### config.mk
export PLATFORM = sky130hd
export DESIGN_NAME = topt_ram
export DESIGN_NICKNAME = d
export VERILOG_FILES = /design/src/rtl/two_opt_best_move_search_unit_assert.svh /design/src/rtl/topt_ram.sv
export SDC_FILE = /design/constraint.sdc
export NUM_CORES = 1
export LEC_CHECK = 0
export ABC_AREA = 1
export ABC_CLOCK_PERIOD_IN_PS = 2500
export BUFFER_PORTS_ARGS = -buffer_cell sky130_fd_sc_hd__buf_2
export CORE_AREA = 4 4 88 90
export DETAILED_ROUTE_END_ITERATION = 8
export DIE_AREA = 0 0 92 94
export PLACE_DENSITY_LB_ADDON = 0.05
export SLEW_MARGIN = 20
export SYNTH_ARGS = -nofsm -noshare
export SYNTH_HDL_FRONTEND = slang
export SYNTH_SLANG_ARGS = --single-unit
### constraint.sdc
create_clock -name clk_i -period 2.5 [get_ports clk_i]
set_input_delay 0 -clock clk_i [delete_from_list [all_inputs] [get_ports clk_i]]
set_output_delay 0 -clock clk_i [all_outputs]
set_load 0.1 [all_outputs]
### src/rtl/two_opt_best_move_search_unit_assert.svh
// Assertion macros for the 2-opt search unit; they sample on clk_i and
// are disabled while rst_ni is low.
`ifndef TWO_OPT_BEST_MOVE_SEARCH_UNIT_ASSERT_SVH
`define TWO_OPT_BEST_MOVE_SEARCH_UNIT_ASSERT_SVH
`ifndef SYNTHESIS
`define TOPT_ASSERT_ALWAYS(lbl, cond, msg) \
  lbl: assert property (@(posedge clk_i) disable iff (!rst_ni) (cond)) else $error(msg);
`define TOPT_ASSERT_IMPL(lbl, ante, cons, msg) \
  lbl: assert property (@(posedge clk_i) disable iff (!rst_ni) (ante) |-> (cons)) \
    else $error(msg);
`else
`define TOPT_ASSERT_ALWAYS(lbl, cond, msg)
`define TOPT_ASSERT_IMPL(lbl, ante, cons, msg)
`endif
`endif

### src/rtl/topt_ram.sv
`timescale 1ns / 1ps
module topt_ram #(
  parameter int unsigned WIDTH = 4,
  parameter int unsigned DEPTH = 16
) (
  input  logic                     clk_i,
  input  logic                     we_i,
  input  logic [$clog2(DEPTH)-1:0] waddr_i,
  input  logic [WIDTH-1:0]         wdata_i,
  input  logic [$clog2(DEPTH)-1:0] raddr_i,
  output logic [WIDTH-1:0]         rdata_o
);

  logic [WIDTH-1:0] mem_q [DEPTH];
  logic [WIDTH-1:0] rdata_q;

  always_ff @(posedge clk_i) begin
    if (we_i) begin
      mem_q[waddr_i] <= wdata_i;
    end
    rdata_q <= mem_q[raddr_i];
  end

  assign rdata_o = rdata_q;

endmodule

Word level (Yosys, flattened, before mapping):

Memories as Yosys holds them, arrays and structs flattened. A register that Yosys moved wholly into a read port is not among the register bits.
Cells that the tools add are included.

* multiplexer cells: 2

Operator list (count)
* $mux W1: 2

* flip-flop bits (word level): 0
* RAM bits: 64
* output and inout bits: 4
* memories: 1
* input bits: 14

Memories
* mem_q: words 16, width 4, read ports 1, clocked after Yosys merged registers in 1, write ports 1, line topt_ram.sv:14 `logic [WIDTH-1:0] mem_q [DEPTH];`

Depth between registers and ports, before layout:

* word-level depth: 2
* mapped depth: 9
* gate-level depth less buffers: 7

Worst setup path after synthesis:

OpenSTA, ideal clock, no wires.

* kind: reg2out
* start point: register rdata_q[0], in the netlist rdata_o[0] (read register of mem_q)
* end point: output port rdata_o[0]
* cell stages (with the launch flop): 1
* path buffers: 0
* setup slack: 1.591 ns
* data required time: 2.500 ns
* data arrival time: 0.909 ns
* cells stage by stage: dfxtp_1

RTL lines
* from (decl): line topt_ram.sv:15 `logic [WIDTH-1:0] rdata_q;`
* to (decl): line topt_ram.sv:11 `output logic [WIDTH-1:0] rdata_o`

No word-level cell between the ends.

Worst setup path in the final report:

* start point: register rdata_q[2], in the netlist rdata_o[2] (read register of mem_q)
* end point: output port rdata_o[2]

No word-level cell between the ends.

==> impl_metrics.tcl <==
set metrics [dict create \
    outcome "finished clean" \
    worstSetupStartpoint "rdata_o[2]$_DFF_P_" \
    grt_max_degree 34 \
    vias 1923 \
    die_x_um 92 \
    power_frac_comb 0.088 \
    cts_buffers 9 \
    die-area_um2 8648 \
    final_cells 412 \
    cts_tree "yes" \
    finalPower_mw 2.364 \
    cp_max_fo 1 \
    antenna_found_initial 0 \
    p_seq_frac 0.542 \
    fp-row-count 31 \
    synth_area_um2 2967 \
    htreeDepth 3 \
    synthesis.nets 304 \
    drv_cap 0 \
    design_area_um2 3281 \
    required_ps 2500 \
    fin_skew_ps 9.437 \
    clk_latency_ps 340 \
    finalHoldViolCount 0 \
    final_max_slew_viol_count 0 \
    worstPathCellList "buf_2" \
    peakVddDrop_mv 0.3615 \
    nFillCells 714 \
    startpoint_type "flop" \
    hp-start "wdata_i[2]" \
    p_clk_frac 0.370 \
    powerDensity_nw_per_um2 720.5 \
    ctsLongestPathBuffers 2 \
    diodes 0 \
    totalWireLength_um 6299 \
    synth.yosys.seq_area_share 0.6748 \
    crit_slowest_cell "buf_2" \
    syn_area_per_cell_um2 10.23 \
    root_buffer "clkbuf_8" \
    p_sw_uw 591.3 \
    swShare 0.2502 \
    drive_above_1_share 0.1118 \
    critPathMaxStageDelay_ps 430 \
    gp_congestion 0.7541 \
    dp_hpwl_um 4226 \
    grt_use_total 0.1628 \
    ioPinCount 18 \
    area_growth_pct 10.59 \
    crit_family "buffers and inverters" \
    yosysWarnings 0 \
    grt_overflow 0 \
    fin_util 0.4647 \
    hold_path.class "input port to flop" \
    crit_type "flop to primary output" \
    grt_pass1_vias 1947 \
    worstMarginPinSlew_ps 633.6 \
    maxSlewHeadroom 0.5776 \
    dp.cells 395 \
    via_per_inst 4.667 \
    p_int_mw 1.772 \
    wl_per_cell_um 15.29 \
    end_kind "primary output" \
    fin_crit_ps 1100 \
    grt_pass1_wl_um 10160 \
    final_antenna_net_count 0 \
    fin_tns_setup_ps 0 \
    period_share 0.4399 \
    die_h_um 94 \
    dr.pass1.iters 4 \
    r2r_start "mem_q[5][3]$_DFFE_PP_" \
    start_util 0.4202 \
    fmax_mhz 909.4 \
    drt_iter0_drc 121 \
    synth.distinct_cells 12 \
    drc 0 \
    fp.coreArea_um2 7059 \
    synthCells 290 \
    dpl-instance-area_um2 3079 \
    ys_ff_latch 68 \
    clock-sinks 68 \
    numPortBuffers 17 \
    clk_pin_slew_worst_paths_ps 80 \
    cellLeakagePower_nw 1.405 \
    nets 322 \
    setup_viol 0 \
    rsz0062_at_grt "false" \
    worstPathArrival_ps 1100 \
    cp_num_buf_inv 1 \
]
## kinds of logic (layout without fill, tap and decap cells)
group | Yosys count | after routing | share of synthesized area
buf+inv | 65 | 88 | 0.1033
flops | 68 | 68 | 0.6748
simple gates | 157 | 157 | 0.2218
## power by group through the flow
stage,logic (mW),clock network (mW),registers (mW)
after CTS,0.211,0.898,1.28
final,0.207,0.875,1.28
after floorplan,0.0986,0,1.36
after global placement,0.208,0,1.31
after detailed placement,0.209,0,1.31
after global routing,0.228,0.948,1.28
## cell usage in the layout (no fill, tap or decap)
master / n
inv_4: 1
nand3b_1: 2
edfxtp_1: 64
nor2_1: 17
inv_6: 1
clkbuf_8: 9
buf_2: 17
inv_1: 52
clkinv_2: 3
clkinvlp_4: 3
dfxtp_1: 4
nand2_1: 89
nand3_1: 49
bufinv_16: 1
dlygate4sd3_1: 1
## cells in the mapped netlist
| cell | count | area [um^2] |
|---|---|---|
| inv_1 | 52 | 195.2 |
| inv_4 | 1 | 6.260 |
| buf_6 | 5 | 56.30 |
| dfxtp_1 | 4 | 80.08 |
| nor2_1 | 17 | 63.81 |
| edfxtp_1 | 64 | 1922 |
| buf_2 | 2 | 10.01 |
| inv_6 | 1 | 8.760 |
| buf_4 | 4 | 30.03 |
| nand3b_1 | 2 | 15.01 |
| nand3_1 | 49 | 245.2 |
| nand2_1 | 89 | 334.1 |
## per-stage QoR
stage,setup WS [ps],hold slack [ps]
finish,1400,79.01
global route,1365,88.22
CTS,1379,72.87
detailed placement,1200,305.2
global placement,1203,307.9
floorplan,1591,98.87
## worst paths after layout
path / endpoint / slack [ps] / cells after the start
setup / recovery: rdata_o[2] / 1400 / 1
hold / removal: mem_q[14][2]$_DFFE_PP_ / 80 / 1
setup reg to reg: rdata_o[3]$_DFF_P_ / 1520 / 6
hold reg to reg: rdata_o[3]$_DFF_P_ / 670 / 6
## state kept, by name, summed over array words and instances (netlist names)
register	flops
rdata_o	4
mem_q	64
## per-layer routing
metal	GRT usage	vias to the layer above	share of wire
met5	0	-	0
met4	0.08540	0	0.021
met3	0.02885	13	0.047
met2	0.2366	49	0.43
met1	0.2327	898	0.51
li1	-	963	-
## final cells by class
class,count,area [um^2],share of cell area
Clock buffer,9,123.9,0.03776
Timing Repair Buffer,18,95.09,0.02899
Sequential cell,68,2002,0.6102
Clock inverter,7,67.56,0.02059
Tap cell,99,123.9,0.03776
Inverter,54,210.2,0.06407
Multi-Input combinational cell,157,658.1,0.2006
## timing repair
item                                   4_1_cts  5_1_grt
resized for setup                            0        0
endpoints found under the hold margin        4        0
setup buffers                                0        0
hold buffers                                 1        0
Note: power is estimated with default switching activity, not from simulation.
